`src/design/tiled_texel_decoder_defines.svh`:
```
// assertion helpers shared by the decoder modules
`ifndef TILED_TEXEL_DECODER_DEFINES_SVH
`define TILED_TEXEL_DECODER_DEFINES_SVH

// same-cycle implication, checked out of reset
`define TTD_ASSERT_NOW(lbl, ante, cons, msg) \
    lbl: assert property (@(posedge i_clk) disable iff (!i_rst_n) (ante) |-> (cons)) \
        else $error(msg);

// next-cycle implication, checked out of reset
`define TTD_ASSERT_NXT(lbl, ante, cons, msg) \
    lbl: assert property (@(posedge i_clk) disable iff (!i_rst_n) (ante) |=> (cons)) \
        else $error(msg);

`endif

```
`src/design/ttd_pkg.sv`:
```
package ttd_pkg;

    localparam int MAX_DIM_DEF     = 1024;
    localparam int PAL_ENTRIES_DEF = 256;
    // internal coordinate width, covers block column times tile width at the largest size
    localparam int CW              = 14;
    localparam int QDEPTH          = 4;

    // texture format codes
    localparam logic [3:0] FMT_I4     = 4'd0;
    localparam logic [3:0] FMT_I8     = 4'd1;
    localparam logic [3:0] FMT_IA4    = 4'd2;
    localparam logic [3:0] FMT_IA8    = 4'd3;
    localparam logic [3:0] FMT_RGB565 = 4'd4;
    localparam logic [3:0] FMT_RGB5A3 = 4'd5;
    localparam logic [3:0] FMT_RGBA8  = 4'd6;
    localparam logic [3:0] FMT_CI4    = 4'd8;
    localparam logic [3:0] FMT_CI8    = 4'd9;
    localparam logic [3:0] FMT_C14X2  = 4'd10;
    localparam logic [3:0] FMT_CMPR   = 4'd14;

    // palette entry encodings
    localparam logic [1:0] PAL_IA8    = 2'd0;
    localparam logic [1:0] PAL_RGB565 = 2'd1;

    // configuration register indexes
    localparam logic [1:0] REG_FORMAT  = 2'd0;
    localparam logic [1:0] REG_WIDTH   = 2'd1;
    localparam logic [1:0] REG_HEIGHT  = 2'd2;
    localparam logic [1:0] REG_PAL_FMT = 2'd3;

    // item operations
    localparam logic OP_TEXEL   = 1'b0;
    localparam logic OP_PALETTE = 1'b1;

    typedef struct packed {
        logic        op;
        logic        first;
        logic [7:0]  tex_byte;
        logic [7:0]  pal_index;
        logic [15:0] pal_value;
    } t_in_item;

    typedef struct packed {
        logic [9:0] pix_x;
        logic [9:0] pix_y;
        logic [7:0] red;
        logic [7:0] green;
        logic [7:0] blue;
        logic [7:0] alpha;
        logic       last_of_run;
    } t_out_pix;

    typedef enum logic [1:0] {
        JOB_PAL_WR = 2'd0,
        JOB_DIRECT = 2'd1,
        JOB_LOOKUP = 2'd2,
        JOB_CMPR   = 2'd3
    } t_job_kind;

    // one queued job: a palette write, or the visible pixels of one byte
    typedef struct packed {
        t_job_kind       kind;
        logic [CW-1:0]   x;
        logic [CW-1:0]   y;
        logic [3:0]      mask;
        logic [31:0]     col0;
        logic [31:0]     col1;
        logic [7:0]      idx0;
        logic [7:0]      idx1;
        logic            gt;
    } t_job;

    // v*255/31 by reciprocal multiply
    function automatic logic [7:0] exp5(input logic [4:0] v);
        logic [31:0] t;
        t = 32'(v) * 32'd255 * 32'd8457;
        return t[25:18];
    endfunction

    // v*255/63
    function automatic logic [7:0] exp6(input logic [5:0] v);
        logic [31:0] t;
        t = 32'(v) * 32'd255 * 32'd16645;
        return t[27:20];
    endfunction

    // v*255/15 is v*17
    function automatic logic [7:0] exp4(input logic [3:0] v);
        return {v, v};
    endfunction

    // v*255/7
    function automatic logic [7:0] exp3(input logic [2:0] v);
        logic [31:0] t;
        t = 32'(v) * 32'd255 * 32'd9363;
        return t[23:16];
    endfunction

    // n/3 for n below 766
    function automatic logic [7:0] div3(input logic [9:0] n);
        logic [31:0] t;
        t = 32'(n) * 32'd21846;
        return t[23:16];
    endfunction

    function automatic logic [31:0] grey(input logic [7:0] v, input logic [7:0] a);
        return {v, v, v, a};
    endfunction

    function automatic logic [31:0] dec565(input logic [15:0] v);
        return {exp5(v[15:11]), exp6(v[10:5]), exp5(v[4:0]), 8'hFF};
    endfunction

    function automatic logic [31:0] dec5a3(input logic [15:0] v);
        logic [31:0] c;
        if ((v & 16'h8000) != 16'h0) begin
            c = {exp5(v[14:10]), exp5(v[9:5]), exp5(v[4:0]), 8'hFF};
        end else begin
            c = {exp4(v[11:8]), exp4(v[7:4]), exp4(v[3:0]), exp3(v[14:12])};
        end
        return c;
    endfunction

endpackage

```
`src/design/ttd_fifo.sv`:
```
`include "tiled_texel_decoder_defines.svh"

module ttd_fifo #(
    parameter int DEPTH = 4
) (
    input  logic          i_clk,
    input  logic          i_rst_n,
    input  logic          i_push,
    input  ttd_pkg::t_job i_data,
    output logic          o_ready,
    input  logic          i_pop,
    output logic          o_valid,
    output ttd_pkg::t_job o_head
);
    import ttd_pkg::*;

    localparam int AW = $clog2(DEPTH);

    t_job          r_mem [DEPTH];
    logic [AW-1:0] r_wr, r_rd;
    logic [AW:0]   r_cnt;

    assign o_ready = r_cnt != (AW + 1)'(DEPTH);
    assign o_valid = r_cnt != '0;
    assign o_head  = r_mem[r_rd];

    always_ff @(posedge i_clk) begin
        if (!i_rst_n) begin
            r_wr  <= '0;
            r_rd  <= '0;
            r_cnt <= '0;
        end else begin
            if (i_push) begin
                r_wr <= (r_wr == AW'(DEPTH - 1)) ? '0 : r_wr + AW'(1);
            end
            if (i_pop) begin
                r_rd <= (r_rd == AW'(DEPTH - 1)) ? '0 : r_rd + AW'(1);
            end
            r_cnt <= r_cnt + (AW + 1)'(i_push) - (AW + 1)'(i_pop);
        end
    end

    always_ff @(posedge i_clk) begin
        if (i_push) begin
            r_mem[r_wr] <= i_data;
        end
    end

    `TTD_ASSERT_NOW(a_cnt_bound, 1'b1, r_cnt <= (AW + 1)'(DEPTH), "queue count over depth")
    `TTD_ASSERT_NOW(a_pop_nonempty, i_pop, r_cnt != '0, "pop from empty queue")

endmodule

```
`config.mk`:
```
export PLATFORM = sky130hd
export DESIGN_NAME = ttd_fifo
export DESIGN_NICKNAME = d
export VERILOG_FILES = /design/src/design/ttd_pkg.sv /design/src/design/ttd_fifo.sv
export VERILOG_INCLUDE_DIRS = /design/src /design/src/design
export SDC_FILE = /design/constraint.sdc
export NUM_CORES = 1
export LEC_CHECK = 0
export BUFFER_PORTS_ARGS = -buffer_cell sky130_fd_sc_hd__buf_2
export CAP_MARGIN = 10
export CORE_UTILIZATION = 48
export CTS_CLUSTER_DIAMETER = 100
export DETAILED_ROUTE_END_ITERATION = 8
export PLACE_DENSITY = 0.69
export SYNTH_ARGS = -nofsm -noshare
export SYNTH_HDL_FRONTEND = slang
export SYNTH_SLANG_ARGS = --single-unit
```
`constraint.sdc`:
```
create_clock -name i_clk -period 7.3 [get_ports i_clk]
set_input_delay 1.46 -clock i_clk [delete_from_list [all_inputs] [get_ports i_clk]]
set_output_delay 1.46 -clock i_clk [all_outputs]
set_load 0.02 [all_outputs]
```
---- Word-level counts from Yosys, hierarchy flattened ----
Memory sizes are Yosys's and may differ from the RTL's. A register that Yosys moved wholly into a read port is not among the register bits.
Cells that the tools add are included.
word-level totals
  register bits after elaboration ......... 7
  input port bits ......................... 119
  output and inout port bits .............. 117
  memory bits (writable) .................. 460
  memories kept ........................... 1
cells by class
  equality and inequality tests ........... 3
  mux-type cells .......................... 6
  add/sub/neg operators ................... 4
  reductions and logical operators ........ 1
memories
  memory  words  bits a word  read ports  clocked after memory_dff  write ports  RTL line        RTL
  r_mem   4      115          1           1                         1            ttd_fifo.sv:19  t_job r_mem [DEPTH];
operator list
  kind                 number
  $mux 2               4
  $add 2x1->2 const B  2
  $eq 2x2->1 const B   2
  $add 3x1->3          1
  $ne 3x3->1 const B   1
  $reduce_bool 3->1    1
  $sub 3x1->3          1
  $mux 1               2

---- Longest topological paths before layout ----
  depth after elaboration ................. 4
  gate-level depth with buffers ........... 7

---- Worst setup path after synthesis ----
OpenSTA, ideal clock, no wires.
  kind .................................... input-to-reg
  from .................................... input port i_push
  to ...................................... memory r_mem[0][0] (netlist name) (enable)
  library setup time ...................... 0.487 ns
  setup slack ............................. 2.710 ns
  cell stages on the path ................. 1
  data arrival time ....................... 4.103 ns
  buffers on the path ..................... 0
  cells stage by stage .................... and2_1
on the way
  cells in the longest elaborated chain, start to end .. 2
RTL lines
  element                       RTL line        RTL
  start: declaration            ttd_fifo.sv:8   input logic i_push,
  $mux 1                        ttd_fifo.sv:44  if (i_push) begin
  $mux 1 (not written as such)  ttd_fifo.sv:45  r_mem[r_wr] <= i_data;
  end: declaration              ttd_fifo.sv:19
No other way between the ends.

==> results_dict.tcl <==
set metrics [dict create \
    drive_gt1_frac 0.457 \
    die-height_um 190 \
    grt_pass1_vias 8136 \
    core_sq_um 34700 \
    worst_pin_slew_ps 1120 \
    fin_crit_sh 0.610 \
    cts-buffers-inserted 46 \
    p_comb_frac 0.087 \
    cts_num_sinks 469 \
    htree_levels 2 \
    port-buffer-count 235 \
    grt.overflow.total 0 \
    fillers 2515 \
    seq_area_frac_synth 0.822 \
    synthToLayoutAreaGrowth_pct 18.8 \
    post_cts_buffers 0 \
    yosysWarnings 0 \
    final_common_cell "edfxtp_1" \
    cap_violations 0 \
    globalplace.congestion 0.674 \
    grt_max_degree 73 \
    intPower_mw 4.75 \
    worstSetupEndpointType "output pin" \
    cts.clk_slew.worst_paths_ps 60 \
    cts_hold_buf 0 \
    ctsLongestPathBuffers 3 \
    grt.total_usage 0.175 \
    via_per_inst 5.43 \
    final_cell_mix "460 x edfxtp_1, 235 x buf_2, 115 x mux4_2" \
    status "finished, final reports clean" \
    fp-row-count 68 \
    rsz0062_at_grt "no" \
    maxSlewViolCount 0 \
    vias 7625 \
    io_pins 236 \
    power.leakage_nw 6.80 \
    worst_setup_path_start_kind "register" \
    net-switching-power_mw 1.29 \
    worstPathArrival_ps 2990 \
    setup_viol 0 \
    detailed_place_hpwl_um 17700 \
    syn_avg_cell_area_sq_um 26.4 \
    drc_errors 0 \
    dp_cells 1315 \
    timing.hold.ws_ps 525 \
    dr.first_iter.drc_count 462 \
    start_util 0.491 \
    final_util 0.583 \
    clockRootBuffer "clkbuf_16" \
    syn-cell-area_sq_um 17000 \
    yosys_register_bits 469 \
    synth_cell_type_count 18 \
    postSynthCellCount 645 \
    synth_fp_nets 772 \
    seqPwrFrac 0.517 \
    fin_nets 1035 \
    clk_latency_ps 550 \
    grt_pass1_wl_um 47000 \
    cts_resized 0 \
    critical_path_required_ps 5840 \
    crit_fanout 72 \
    power_density_nw_per_um2 299 \
    min_period_ps 4450 \
    holdCritPathClass "reg2reg" \
    finalNonFillerCells 1403 \
    clock_skew_ps 19.1 \
    critPathKind "reg2out" \
    dr.pass1.iters 6 \
    slew_headroom 0.255 \
    netSwitchingFraction 0.214 \
    die_area_sq_um 36200 \
    ant_nets 0 \
    peakVddDrop_v 0.000223 \
    wl_per_cell_um 22.2 \
    fin_setup_tns_ps 0 \
    wl_um 31200 \
    clkPwrFrac 0.396 \
    max_freq_mhz 225 \
    final_hold_viol_count 0 \
    cts_tree "built" \
    die_w_um 190 \
    antenna_found_initial 6 \
]
critical path: stages, from the launching register on:
cell and delay, ps:
dfxtp_4 1100, buf_4 680, mux4_2 450, buf_2 190
power by group through the flow:
stage	Sequential, mW	Combinational (mW)	Clock (mW)
after CTS	3.13	0.538	2.44
after detailed placement	3.19	0.535	0
after global routing	3.14	0.565	2.54
final	3.13	0.526	2.39
after global placement	3.18	0.529	0
after floorplan	3.16	0.358	0
cell type report:
cell class / instances / area (sq um) / share of cell area
multi-input cells: 143 / 2850 / 0.141
inverters: 7 / 26.3 / 0.00130
flip-flops and latches: 469 / 14000 / 0.692
diodes: 4 / 10.0 / 0.000495
well taps: 455 / 569 / 0.0281
repair buffers: 241 / 1230 / 0.0610
clock inverters: 24 / 290 / 0.0143
clock buffers: 60 / 1250 / 0.0620
Yosys cell counts:
master | count | share of area
nor2_1 | 3 | 0.00066
mux2i_1 | 2 | 0.0012
or3b_2 | 2 | 0.0010
and2_1 | 6 | 0.0022
a21oi_1 | 2 | 0.00059
or3_1 | 1 | 0.00037
dfxtp_1 | 9 | 0.011
inv_1 | 7 | 0.0015
buf_2 | 13 | 0.0038
fa_1 | 1 | 0.0012
nand2b_1 | 2 | 0.00073
xor3_1 | 1 | 0.0014
buf_6 | 7 | 0.0046
ha_1 | 7 | 0.0051
clkbuf_1 | 6 | 0.0013
nand3_1 | 1 | 0.00029
mux4_2 | 115 | 0.15
edfxtp_1 | 460 | 0.81
sequential cells by signal (all words and copies together), names as in the netlist, named ones only:
register and count:
r_rd 2, r_mem 460, r_cnt 3, r_wr 2
per-layer routing:
metal	wire length, um	vias to the layer above	track usage
met2	15200	246	0.285
met3	2180	59	0.0490
li1	-	3328	-
met1	13000	3982	0.231
met4	682	10	0.0495
met5	67	-	0
final timing paths:
check / slack (ps) / endpoint / depth (start not counted) / startpoint
worst min register to register: 530 / register / 2 / r_rd[1]$_SDFFE_PN0P_
worst max-delay path: 2850 / o_head[64] / 3 / register
worst max register to register: 4700 / r_mem[3][67]$_DFFE_PP_ / 3 / r_wr[0]$_SDFFE_PN0P_
worst min-delay path: 530 / register / 2 / r_rd[1]$_SDFFE_PN0P_
through the flow:
step | instance area (sq um) | setup slack, ps | power, mW
6_report | 20200 | 2850 | 6.05
5_1_grt | 20200 | 2610 | 6.24
4_1_cts | 20200 | 2720 | 6.11
3_5_place_dp | 18700 | 3330 | 3.72
3_3_place_gp | 18700 | 3330 | 3.71
2_1_floorplan | 17000 | 2710 | 3.52
kinds of logic after synthesis:
logic type,Yosys count,synth area share
adders and majority gates,8,0.00632
and+or+nand+nor,15,0.00529
AOI/OAI and AO/OA,2,0.000588
buffers and inverters,33,0.0113
DFF,469,0.822
xor gates and xnor gates,1,0.00140
muxes,117,0.153
Note: power is estimated with default switching activity, not from simulation.
