File: src/design/tiled_texel_decoder_defines.svh
// assertion helpers shared by the decoder modules
`ifndef TILED_TEXEL_DECODER_DEFINES_SVH
`define TILED_TEXEL_DECODER_DEFINES_SVH

// same-cycle implication, checked out of reset
`define TTD_ASSERT_NOW(lbl, ante, cons, msg) \
    lbl: assert property (@(posedge i_clk) disable iff (!i_rst_n) (ante) |-> (cons)) \
        else $error(msg);

// next-cycle implication, checked out of reset
`define TTD_ASSERT_NXT(lbl, ante, cons, msg) \
    lbl: assert property (@(posedge i_clk) disable iff (!i_rst_n) (ante) |=> (cons)) \
        else $error(msg);

`endif

File: src/design/ttd_pkg.sv
package ttd_pkg;

    localparam int MAX_DIM_DEF     = 1024;
    localparam int PAL_ENTRIES_DEF = 256;
    // internal coordinate width, covers block column times tile width at the largest size
    localparam int CW              = 14;
    localparam int QDEPTH          = 4;

    // texture format codes
    localparam logic [3:0] FMT_I4     = 4'd0;
    localparam logic [3:0] FMT_I8     = 4'd1;
    localparam logic [3:0] FMT_IA4    = 4'd2;
    localparam logic [3:0] FMT_IA8    = 4'd3;
    localparam logic [3:0] FMT_RGB565 = 4'd4;
    localparam logic [3:0] FMT_RGB5A3 = 4'd5;
    localparam logic [3:0] FMT_RGBA8  = 4'd6;
    localparam logic [3:0] FMT_CI4    = 4'd8;
    localparam logic [3:0] FMT_CI8    = 4'd9;
    localparam logic [3:0] FMT_C14X2  = 4'd10;
    localparam logic [3:0] FMT_CMPR   = 4'd14;

    // palette entry encodings
    localparam logic [1:0] PAL_IA8    = 2'd0;
    localparam logic [1:0] PAL_RGB565 = 2'd1;

    // configuration register indexes
    localparam logic [1:0] REG_FORMAT  = 2'd0;
    localparam logic [1:0] REG_WIDTH   = 2'd1;
    localparam logic [1:0] REG_HEIGHT  = 2'd2;
    localparam logic [1:0] REG_PAL_FMT = 2'd3;

    // item operations
    localparam logic OP_TEXEL   = 1'b0;
    localparam logic OP_PALETTE = 1'b1;

    typedef struct packed {
        logic        op;
        logic        first;
        logic [7:0]  tex_byte;
        logic [7:0]  pal_index;
        logic [15:0] pal_value;
    } t_in_item;

    typedef struct packed {
        logic [9:0] pix_x;
        logic [9:0] pix_y;
        logic [7:0] red;
        logic [7:0] green;
        logic [7:0] blue;
        logic [7:0] alpha;
        logic       last_of_run;
    } t_out_pix;

    typedef enum logic [1:0] {
        JOB_PAL_WR = 2'd0,
        JOB_DIRECT = 2'd1,
        JOB_LOOKUP = 2'd2,
        JOB_CMPR   = 2'd3
    } t_job_kind;

    // one queued job: a palette write, or the visible pixels of one byte
    typedef struct packed {
        t_job_kind       kind;
        logic [CW-1:0]   x;
        logic [CW-1:0]   y;
        logic [3:0]      mask;
        logic [31:0]     col0;
        logic [31:0]     col1;
        logic [7:0]      idx0;
        logic [7:0]      idx1;
        logic            gt;
    } t_job;

    // v*255/31 by reciprocal multiply
    function automatic logic [7:0] exp5(input logic [4:0] v);
        logic [31:0] t;
        t = 32'(v) * 32'd255 * 32'd8457;
        return t[25:18];
    endfunction

    // v*255/63
    function automatic logic [7:0] exp6(input logic [5:0] v);
        logic [31:0] t;
        t = 32'(v) * 32'd255 * 32'd16645;
        return t[27:20];
    endfunction

    // v*255/15 is v*17
    function automatic logic [7:0] exp4(input logic [3:0] v);
        return {v, v};
    endfunction

    // v*255/7
    function automatic logic [7:0] exp3(input logic [2:0] v);
        logic [31:0] t;
        t = 32'(v) * 32'd255 * 32'd9363;
        return t[23:16];
    endfunction

    // n/3 for n below 766
    function automatic logic [7:0] div3(input logic [9:0] n);
        logic [31:0] t;
        t = 32'(n) * 32'd21846;
        return t[23:16];
    endfunction

    function automatic logic [31:0] grey(input logic [7:0] v, input logic [7:0] a);
        return {v, v, v, a};
    endfunction

    function automatic logic [31:0] dec565(input logic [15:0] v);
        return {exp5(v[15:11]), exp6(v[10:5]), exp5(v[4:0]), 8'hFF};
    endfunction

    function automatic logic [31:0] dec5a3(input logic [15:0] v);
        logic [31:0] c;
        if ((v & 16'h8000) != 16'h0) begin
            c = {exp5(v[14:10]), exp5(v[9:5]), exp5(v[4:0]), 8'hFF};
        end else begin
            c = {exp4(v[11:8]), exp4(v[7:4]), exp4(v[3:0]), exp3(v[14:12])};
        end
        return c;
    endfunction

endpackage

File: src/design/ttd_front.sv
module ttd_front #(
    parameter int MAX_DIM         = 1024,
    parameter int PALETTE_ENTRIES = 256
) (
    input  logic            i_clk,
    input  logic            i_rst_n,
    input  logic            i_cfg_valid,
    output logic            o_cfg_ready,
    input  logic [1:0]      i_cfg_index,
    input  logic [10:0]     i_cfg_data,
    input  logic            i_in_valid,
    output logic            o_in_ready,
    input  ttd_pkg::t_in_item i_in_item,
    output logic            o_job_valid,
    input  logic            i_job_ready,
    output ttd_pkg::t_job   o_job
);
    import ttd_pkg::*;

    localparam int BCW = $clog2(MAX_DIM / 4) + 1;
    localparam int EW  = ($clog2(MAX_DIM) + 1 > 11) ? $clog2(MAX_DIM) + 1 : 11;

    logic [3:0]     r_fmt;
    logic [10:0]    r_width;
    logic [10:0]    r_height;
    logic [1:0]     r_pal_fmt;
    logic [BCW-1:0] r_col, n_col;
    logic [BCW-1:0] r_row, n_row;
    logic [5:0]     r_bib, n_bib;
    logic [7:0]     r_held, n_held;
    logic [15:0]    r_ez, n_ez;
    logic [15:0]    r_eo, n_eo;
    logic [23:0]    r_ez_rgb, n_ez_rgb;
    logic [23:0]    r_eo_rgb, n_eo_rgb;
    logic [15:0]    r_arbuf [16];

    logic           acc;
    logic           known, tw8, th8, tb64, produce, ar_we;
    logic [3:0]     ar_idx;
    logic [EW-1:0]  eff_w, eff_h, across, down, ar_raw, dn_raw;
    logic [5:0]     b, b_start;
    logic [6:0]     b_next;
    logic [BCW-1:0] col_cur, row_cur;
    logic [7:0]     tb;
    logic [CW-1:0]  bx, by, x, y, ew, eh;
    logic [3:0]     ii;
    logic [15:0]    v16;
    logic [31:0]    ep565;
    logic [15:0]    arv;
    t_job           job;

    assign o_cfg_ready = 1'b1;
    assign o_in_ready  = i_job_ready;
    assign acc         = i_in_valid && i_job_ready;
    assign tb          = i_in_item.tex_byte;
    assign v16         = {r_held, tb};
    assign ep565       = dec565(v16);

    always_comb begin
        eff_w  = (EW'(r_width) > EW'(MAX_DIM)) ? EW'(MAX_DIM) : EW'(r_width);
        eff_h  = (EW'(r_height) > EW'(MAX_DIM)) ? EW'(MAX_DIM) : EW'(r_height);
        ew     = CW'(eff_w);
        eh     = CW'(eff_h);
        known  = 1'b1;
        tw8    = 1'b0;
        th8    = 1'b0;
        tb64   = 1'b0;
        unique case (r_fmt)
            FMT_I4, FMT_CI4, FMT_CMPR: begin
                tw8 = 1'b1;
                th8 = 1'b1;
            end
            FMT_I8, FMT_IA4, FMT_CI8, FMT_C14X2: begin
                tw8 = 1'b1;
            end
            FMT_IA8, FMT_RGB565, FMT_RGB5A3: begin
                tw8 = 1'b0;
            end
            FMT_RGBA8: begin
                tb64 = 1'b1;
            end
            default: begin
                known = 1'b0;
            end
        endcase
        ar_raw = tw8 ? ((eff_w + EW'(7)) >> 3) : ((eff_w + EW'(3)) >> 2);
        dn_raw = th8 ? ((eff_h + EW'(7)) >> 3) : ((eff_h + EW'(3)) >> 2);
        across = (ar_raw == '0) ? EW'(1) : ar_raw;
        down   = (dn_raw == '0) ? EW'(1) : dn_raw;
        b_start = i_in_item.first ? 6'd0 : r_bib;
        col_cur = i_in_item.first ? '0 : r_col;
        row_cur = i_in_item.first ? '0 : r_row;
        b       = (!tb64 && b_start >= 6'd32) ? 6'd31 : b_start;
        bx = tw8 ? (CW'(col_cur) << 3) : (CW'(col_cur) << 2);
        by = th8 ? (CW'(row_cur) << 3) : (CW'(row_cur) << 2);
        ii  = b[4:1];
        arv = r_arbuf[ii];
    end

    // decode one byte
    always_comb begin
        n_held   = r_held;
        n_ez     = r_ez;
        n_eo     = r_eo;
        n_ez_rgb = r_ez_rgb;
        n_eo_rgb = r_eo_rgb;
        ar_we    = 1'b0;
        ar_idx   = ii;
        produce  = 1'b0;
        x        = bx;
        y        = by;
        job      = '0;
        job.kind = JOB_DIRECT;
        if (i_in_item.op == OP_PALETTE) begin
            job.kind = JOB_PAL_WR;
            job.idx0 = i_in_item.pal_index;
            if (r_pal_fmt == PAL_IA8) begin
                job.col0 = grey(i_in_item.pal_value[15:8], i_in_item.pal_value[7:0]);
            end else if (r_pal_fmt == PAL_RGB565) begin
                job.col0 = dec565(i_in_item.pal_value);
            end else begin
                job.col0 = dec5a3(i_in_item.pal_value);
            end
            produce = ({1'b0, i_in_item.pal_index} < 9'(PALETTE_ENTRIES));
        end else begin
            unique case (r_fmt)
                FMT_I4, FMT_CI4: begin
                    x = bx + CW'({b[1:0], 1'b0});
                    y = by + CW'(b[5:2]);
                    produce = 1'b1;
                    job.kind = (r_fmt == FMT_I4) ? JOB_DIRECT : JOB_LOOKUP;
                    job.col0 = grey(exp4(tb[7:4]), 8'hFF);
                    job.col1 = grey(exp4(tb[3:0]), 8'hFF);
                    job.idx0 = {4'h0, tb[7:4]};
                    job.idx1 = {4'h0, tb[3:0]};
                    job.mask = {2'b00, (x + CW'(1)) < ew && y < eh, x < ew && y < eh};
                end
                FMT_I8, FMT_IA4, FMT_CI8, FMT_C14X2: begin
                    x = bx + CW'(b[2:0]);
                    y = by + CW'(b[5:3]);
                    produce = 1'b1;
                    job.kind = (r_fmt == FMT_I8 || r_fmt == FMT_IA4) ? JOB_DIRECT : JOB_LOOKUP;
                    job.col0 = (r_fmt == FMT_I8) ? grey(tb, 8'hFF)
                                                 : grey(exp4(tb[3:0]), exp4(tb[7:4]));
                    job.idx0 = tb;
                    job.mask = {3'b000, x < ew && y < eh};
                end
                FMT_IA8, FMT_RGB565, FMT_RGB5A3: begin
                    x = bx + CW'(ii[1:0]);
                    y = by + CW'(ii[3:2]);
                    if (!b[0]) begin
                        n_held = tb;
                    end else begin
                        produce = 1'b1;
                        if (r_fmt == FMT_IA8) begin
                            job.col0 = grey(tb, r_held);
                        end else if (r_fmt == FMT_RGB565) begin
                            job.col0 = dec565(v16);
                        end else begin
                            job.col0 = dec5a3(v16);
                        end
                        job.mask = {3'b000, x < ew && y < eh};
                    end
                end
                FMT_RGBA8: begin
                    x = bx + CW'(ii[1:0]);
                    y = by + CW'(ii[3:2]);
                    if (!b[0]) begin
                        n_held = tb;
                    end else if (!b[5]) begin
                        ar_we = 1'b1;
                    end else begin
                        produce = 1'b1;
                        job.col0 = {arv[7:0], r_held, tb, arv[15:8]};
                        job.mask = {3'b000, x < ew && y < eh};
                    end
                end
                FMT_CMPR: begin
                    x = bx + CW'({b[3], 2'b00});
                    y = by + CW'({b[4], 2'b00}) + CW'(b[1:0]);
                    unique case (b[2:0])
                        3'd0, 3'd2: n_held = tb;
                        3'd1: begin
                            n_ez     = v16;
                            n_ez_rgb = ep565[31:8];
                        end
                        3'd3: begin
                            n_eo     = v16;
                            n_eo_rgb = ep565[31:8];
                        end
                        default: begin
                            produce   = 1'b1;
                            job.kind  = JOB_CMPR;
                            job.col0  = {r_ez_rgb, 8'hFF};
                            job.col1  = {r_eo_rgb, 8'hFF};
                            job.idx0  = tb;
                            job.gt    = r_ez > r_eo;
                            job.mask  = {(x + CW'(3)) < ew && y < eh,
                                         (x + CW'(2)) < ew && y < eh,
                                         (x + CW'(1)) < ew && y < eh,
                                         x < ew && y < eh};
                        end
                    endcase
                end
                default: begin
                    produce = 1'b0;
                end
            endcase
            // jobs whose pixels all fall outside the image are not queued
            if (job.mask == 4'h0) begin
                produce = 1'b0;
            end
        end
        job.x = x;
        job.y = y;
    end

    // tile walk
    always_comb begin
        n_col  = r_col;
        n_row  = r_row;
        n_bib  = r_bib;
        b_next = {1'b0, b} + 7'd1;
        if (i_in_item.op == OP_TEXEL && known) begin
            n_col = col_cur;
            n_row = row_cur;
            if (b_next >= (tb64 ? 7'd64 : 7'd32)) begin
                n_bib = 6'd0;
                if (EW'(col_cur) + EW'(1) >= across) begin
                    n_col = '0;
                    n_row = (EW'(row_cur) + EW'(1) >= down) ? '0 : row_cur + BCW'(1);
                end else begin
                    n_col = col_cur + BCW'(1);
                end
            end else begin
                n_bib = b_next[5:0];
            end
        end
    end

    assign o_job_valid = i_in_valid && produce;
    assign o_job       = job;

    always_ff @(posedge i_clk) begin
        if (!i_rst_n) begin
            r_fmt     <= FMT_I4;
            r_width   <= 11'd8;
            r_height  <= 11'd8;
            r_pal_fmt <= PAL_IA8;
            r_col     <= '0;
            r_row     <= '0;
            r_bib     <= '0;
            r_held    <= '0;
            r_ez      <= '0;
            r_eo      <= '0;
            r_ez_rgb  <= '0;
            r_eo_rgb  <= '0;
        end else begin
            if (i_cfg_valid) begin
                unique case (i_cfg_index)
                    REG_FORMAT:  r_fmt     <= i_cfg_data[3:0];
                    REG_WIDTH:   r_width   <= i_cfg_data;
                    REG_HEIGHT:  r_height  <= i_cfg_data;
                    REG_PAL_FMT: r_pal_fmt <= i_cfg_data[1:0];
                    default:     r_fmt     <= r_fmt;
                endcase
            end
            if (acc) begin
                r_col    <= n_col;
                r_row    <= n_row;
                r_bib    <= n_bib;
                r_held   <= n_held;
                r_ez     <= n_ez;
                r_eo     <= n_eo;
                r_ez_rgb <= n_ez_rgb;
                r_eo_rgb <= n_eo_rgb;
            end
        end
    end

    always_ff @(posedge i_clk) begin
        if (acc && ar_we) begin
            r_arbuf[ar_idx] <= v16;
        end
    end

endmodule

File: config.mk
export PLATFORM = sky130hd
export DESIGN_NAME = ttd_front
export DESIGN_NICKNAME = d
export VERILOG_FILES = /design/src/design/tiled_texel_decoder_defines.svh /design/src/design/ttd_pkg.sv /design/src/design/ttd_front.sv
export SDC_FILE = /design/constraint.sdc
export NUM_CORES = 2
export LEC_CHECK = 0
export ABC_AREA = 0
export BUFFER_PORTS_ARGS = -buffer_cell sky130_fd_sc_hd__clkbuf_2
export CAP_MARGIN = 20
export CORE_MARGIN = 4
export CORE_UTILIZATION = 40
export CTS_BUF_LIST = sky130_fd_sc_hd__clkbuf_2 sky130_fd_sc_hd__clkbuf_4 sky130_fd_sc_hd__clkbuf_8
export CTS_CLUSTER_DIAMETER = 30
export CTS_CLUSTER_SIZE = 40
export DETAILED_ROUTE_END_ITERATION = 8
export HOLD_SLACK_MARGIN = 0.08
export SLEW_MARGIN = 10
export SYNTH_ARGS = -nofsm -noshare
export SYNTH_HDL_FRONTEND = slang
export SYNTH_SLANG_ARGS = --single-unit
File: constraint.sdc
create_clock -name i_clk -period 9.4 [get_ports i_clk]
set_clock_uncertainty 0.05 [all_clocks]
set_input_delay 1.41 -clock i_clk [delete_from_list [all_inputs] [get_ports i_clk]]
set_output_delay 1.41 -clock i_clk [all_outputs]
set_load 0.01 [all_outputs]
# [Yosys cells after proc, flatten, opt, wreduce, memory -nomap -nowiden]
# Memories as Yosys holds them, arrays and structs flattened.
# Cells that the tools add are included.
[word_totals] regBits=140 latchBits=0 ram_bits=256 romBits=0 wordCells=210 mem_count=1
[mem_list] name="r_arbuf" depth=16 word_bits=16 rd=1 rd_ports_with_merged_regs=0 write_ports=1 line="ttd_front.sv:35" source="logic [15:0] r_arbuf [16];"
[op_classes] addsub=22 n_mul=24 div_mod_pow=0 order_cmp=19 eq_ne=19 shifts=0 muxes=71 bitwise_logic=1 n_reduce_logical=41
[ops] operator="$mux 32" n=9
[ops] operator="$mul 13x14->26 const B" n=8
[ops] operator="$pmux 36 s5" n=1
[ops] operator="$mux 9" n=12
[ops] operator="$mul 5x8->13 const B" n=8
[ops] operator="$mux 33" n=3
[ops] operator="$lt 13x11->1" n=7
[ops] operator="$mux 76" n=1
[ops] operator="$lt 14x11->1" n=5
[ops] operator="$add 12x3->13" n=5
[ops] operator="$pmux 32 s2" n=1
[ops] operator="$mul 14x15->28 const B" n=2
[ops] operator="$pmux 14 s4" n=1
[ops] operator="$pmux 13 s4" n=1
[ops] operator="$mul 11x14->24 const B" n=2
[ops] operator="$mux 36" n=1
[ops] operator="$add 13x1->14 const B" n=2
[ops] operator="$add 13x2->14 const B" n=2
[ops] operator="$mul 6x8->14 const B" n=2
[ops] operator="$add 12x2->13" n=2
[ops] operator="$mux 12" n=2
[ops] operator="$mux 8" n=3
[ops] operator="$pmux 8 s3" n=1
[ops] operator="$add 11x2->11 const B" n=2
[ops] operator="51 further kinds" n=114

# [Depth between registers and ports, before layout]
[depth] ltp_word=16 mapped_depth=34 ltp_nobuf=34

# [Least setup slack after synthesis]
# No wires, ideal clock.
[synth_path] path_type="input-to-output" start="input i_in_item[12] (netlist name)" end="output o_job[80] (netlist name)" arrival_ns=8.694 required_time_ns=7.940 path_slack_ns=-0.754 cell_stages=28 path_buffers=0 cell_sequence="fa_1 inv_1 fa_1 fa_1 inv_1 ha_1 nor2b_1 o21ai_0 nand2b_1 a311o_1 a31o_2 a21oi_1 xnor2_1 ha_1 inv_1 fa_1 inv_1 fa_1 ha_1 ha_1 and4_1 a221oi_1 a31oi_1 o41ai_1 o21bai_1 a31oi_1 xor2_1 o211ai_1"
[synth_rtl] item="start, declared" line="ttd_front.sv:13" source="input ttd_pkg::t_in_item i_in_item,"
[synth_rtl] item="end, declared" line="ttd_front.sv:16" source="output ttd_pkg::t_job o_job"

==> summary.txt <==
Status
  • Status: complete, but fails checks
  • Failing checks: setup timing

Placement
  • Post-place setup slack: -934 ps
  • Dpl cell area: ~57000 um^2
  • HPWL after DPL: between 100 and 150 mm
  • IO buf count: approximately 160
  • DP Cell Count: approximately 7700
  • Routability congestion estimate: approximately 0.97

Logic synthesis
  • #FFs+latches synth: 396
  • FFs w/ async S/R, synth: 0
  • Ys flop type: edfxtp_1
  • Cells after synthesis: 5442
  • Synth warn: 0
  • Seq/Total Area, Yosys: 0.213
  • Netlist cell types: 98
  • Post-synth top area share: 0.268
  • Top area cells in the synthesized netlist: ha_1, edfxtp_1, fa_1, dfxtp_1, inv_1
  • Syn Area/Cell: roughly 9.0 um^2
  • EDFF count, synth: 256
  • Biggest area consumer among synthesized cells: ha_1
  • Netlist Area Pre-Place: a little under 50000 um^2

Detailed routing
  • Total wire length: between 150 and 200 mm
  • Drt pass-1 iters: 7
  • Routed vias: between 40000 and 50000
  • Iteration-0 DRC Markers: 3549
  • WL per Instance: about 21 um
  • Post-route ant nets: 0
  • Drt drc: 0
  • Vias/cell: between 5 and 6

Setup path
  • WP data required: between 7000 and 8000 ps
  • Critical Path AT: between 8000 and 9000 ps
  • Slowest-stage cell, CP: fa_2
  • Crit path top cell by count: ha_4
  • WP buf/inv: 7
  • Critical path's top delay family: adder cells
  • Critical path type: input pin to output port
  • Startpoint types: input pin
  • Worst-path fanout max: 3
  • CP endpoint kind: output port
  • CP max stage delay: about 560 ps

STA
  • Hold Vio Cnt, Final: 0
  • F_max: about 100 MHz
  • Tmin final: approximately 10000 ps
  • RSZ-0062 raised after global routing: yes
  • Rel. slew slack: 0.278
  • # setup viols final: 25
  • Actual slew at the worst max-slew pin: roughly 1100 ps
  • Slew Viols, Final: 0
  • Setup_tns: -10260 ps
  • Final worst-path cycle share: 1.07
  • Worst setup margin: -692 ps

Floorplanning
  • Initial Util: 0.403
  • Width of the die: 359 um
  • Total die area: 129000 um^2
  • Core ar.: 122000 um^2
  • Die height: 359 um
  • FP Rows: ~130
  • I/O pin count: 170

Clock network
  • TritonCTS clock tree: built
  • Clk sinks: between 300 and 400
  • Root Driver: clkbuf_8
  • Max clock buf depth: 3
  • CTS clk-pin slew, worst paths: 60 ps
  • Clk_lat worst skew: roughly 740 ps
  • H-tree depth: 3
  • Num CTS Buffers: 87

Power
  • VDD IR-drop max: between 400 and 500 uV
  • Leak Pwr: just under 30 nW
  • Power density cells: 381 nW/um^2

Final layout
  • Final instance area: approximately 63000 um^2
  • Fillers: 11300
  • Commonest non-fill, non-tap cells in the layout: ha_1, buf_4, inv_1
  • Area growth syn-to-layout: 27.1%
  • Share of cells above drive strength 1: 0.247
  • Commonest non-fill, non-tap cell in the layout: ha_1
  • Fin cells: between 7000 and 8000
  • Fin util: 0.513
  • Nets@finish: 7584

Global route
  • Initial antenna violation count: 5
  • Largest net degree at the start of global routing: 86
  • Final global-route overflow total: 0
  • Global-route wire length before repair: around 260 mm
  • Number of global-route vias before repair: between 40000 and 50000
  • Gr usage total: 0.249

Flow run
  • Max-Cap Viols: 0

Min path
  • Min-Delay Path Class: flop to flop
cell type report:
| type | count | area (um^2) | share of cell area |
|---|---|---|---|
| tap | 1625 | 2030 | 0.0325 |
| antenna | 2 | 5.00 | 0.0000800 |
| multi-input combinational | 4224 | 38600 | 0.618 |
| inverter | 627 | 2360 | 0.0378 |
| timing repair buffer | 907 | 6920 | 0.111 |
| clock buffer | 98 | 1310 | 0.0209 |
| sequential | 396 | 10500 | 0.168 |
| clock inverter | 64 | 798 | 0.0128 |
registers in the layout (all words and copies together), names as in the netlist:
| register | count |
|---|---|
| r_ez_rgb | 24 |
| r_fmt | 4 |
| r_eo | 16 |
| r_bib | 6 |
| r_ez | 16 |
| r_height | 11 |
| r_eo_rgb | 24 |
| r_pal_fmt | 2 |
| r_arbuf | 256 |
| r_col | 9 |
| r_row | 9 |
| r_width | 11 |
| r_held | 8 |
worst paths after layout:
check / start / endpoint / slack, ps / depth (start not counted)
max: i_in_item[31] / o_job[71] / -690 / 31
min: r_eo[3] / r_eo[3] / 400 / 2
max reg2reg: r_held[0] / r_eo_rgb[15] / 1660 / 33
min reg2reg: r_eo[3] / r_eo[3] / 400 / 2
cells by family (layout without fill, tap and decap cells):
kind of cell / after synthesis / count (layout) / synth area share
AO/OA/AOI/OAI: 1322 / 1322 / 0.178
adder cells (fa/ha/maj): 1289 / 1289 / 0.363
AND/OR/NAND/NOR: 1284 / 1284 / 0.121
buffers and inverters: 827 / 1696 / 0.0654
flip-flops: 396 / 396 / 0.213
XOR/XNOR: 264 / 264 / 0.0471
multiplexers: 58 / 58 / 0.0118
other: 2 / 9 / 0.000153
stage by stage:
| step | total power [mW] | hold WS (ps) |
|---|---|---|
| detailed placement | 18.2 | 395 |
| finish | 23.8 | 403 |
| floorplan | 12.2 | 382 |
| CTS | 22.3 | 400 |
| global route | 26.3 | 420 |
| global placement | 17.8 | 390 |
cell usage after synthesis (all sizes together), types with 11 or more instances:
cell type and number:
o2111ai 11, xor2 82, o221ai 66, o21a 38, and2 48, edfxtp 256
a21oi 403, or3 22, a211o 16, inv 624, ha 1056, nor4 12
or2 15, o31ai 20, nor3 76, a211oi 52, and3 39, nand2 443
a2111oi 14, a21o 69, and4 12, buf 47, o21ai 225, nor2 342
a221oi 28, a31o 12, a22oi 36, nor2b 53, nand3 108, o22ai 51
mux2i 56, o21bai 33, nand4 47, clkbuf 153, a21boi 11, o22a 51
nand2b 34, dfxtp 140, a22o 17, xnor2 182, fa 233, a31oi 47
o211ai 32
timing repair:
| item | CTS | global route |
|---|---|---|
| hold buffers | 0 | 0 |
| resized for setup | 334 | 288 |
| endpoints found under the setup margin | 31 | 32 |
| setup buffers | 46 | 31 |
| pin swaps | 210 | 228 |
| endpoints found under the hold margin | 0 | 0 |
layer usage:
metal,track usage,wire length (um)
met5,0,26
met4,0.0855,6670
met3,0.0404,13700
met2,0.420,78200
met1,0.325,68700
tightest hold or removal path: stages (launching register included):
cell and delay [ps]:
dfxtp_1 310, nand2_1 50, a21oi_1 50
power by group:
part           internal [mW]  total (mW)  switching [mW]
Sequential              1.84        1.85         0.00992
Combinational           9.78        19.7            9.93
Clock                   1.27        2.25           0.975
Total                   12.9        23.8            10.9
Note: power is estimated with default switching activity, not from simulation.
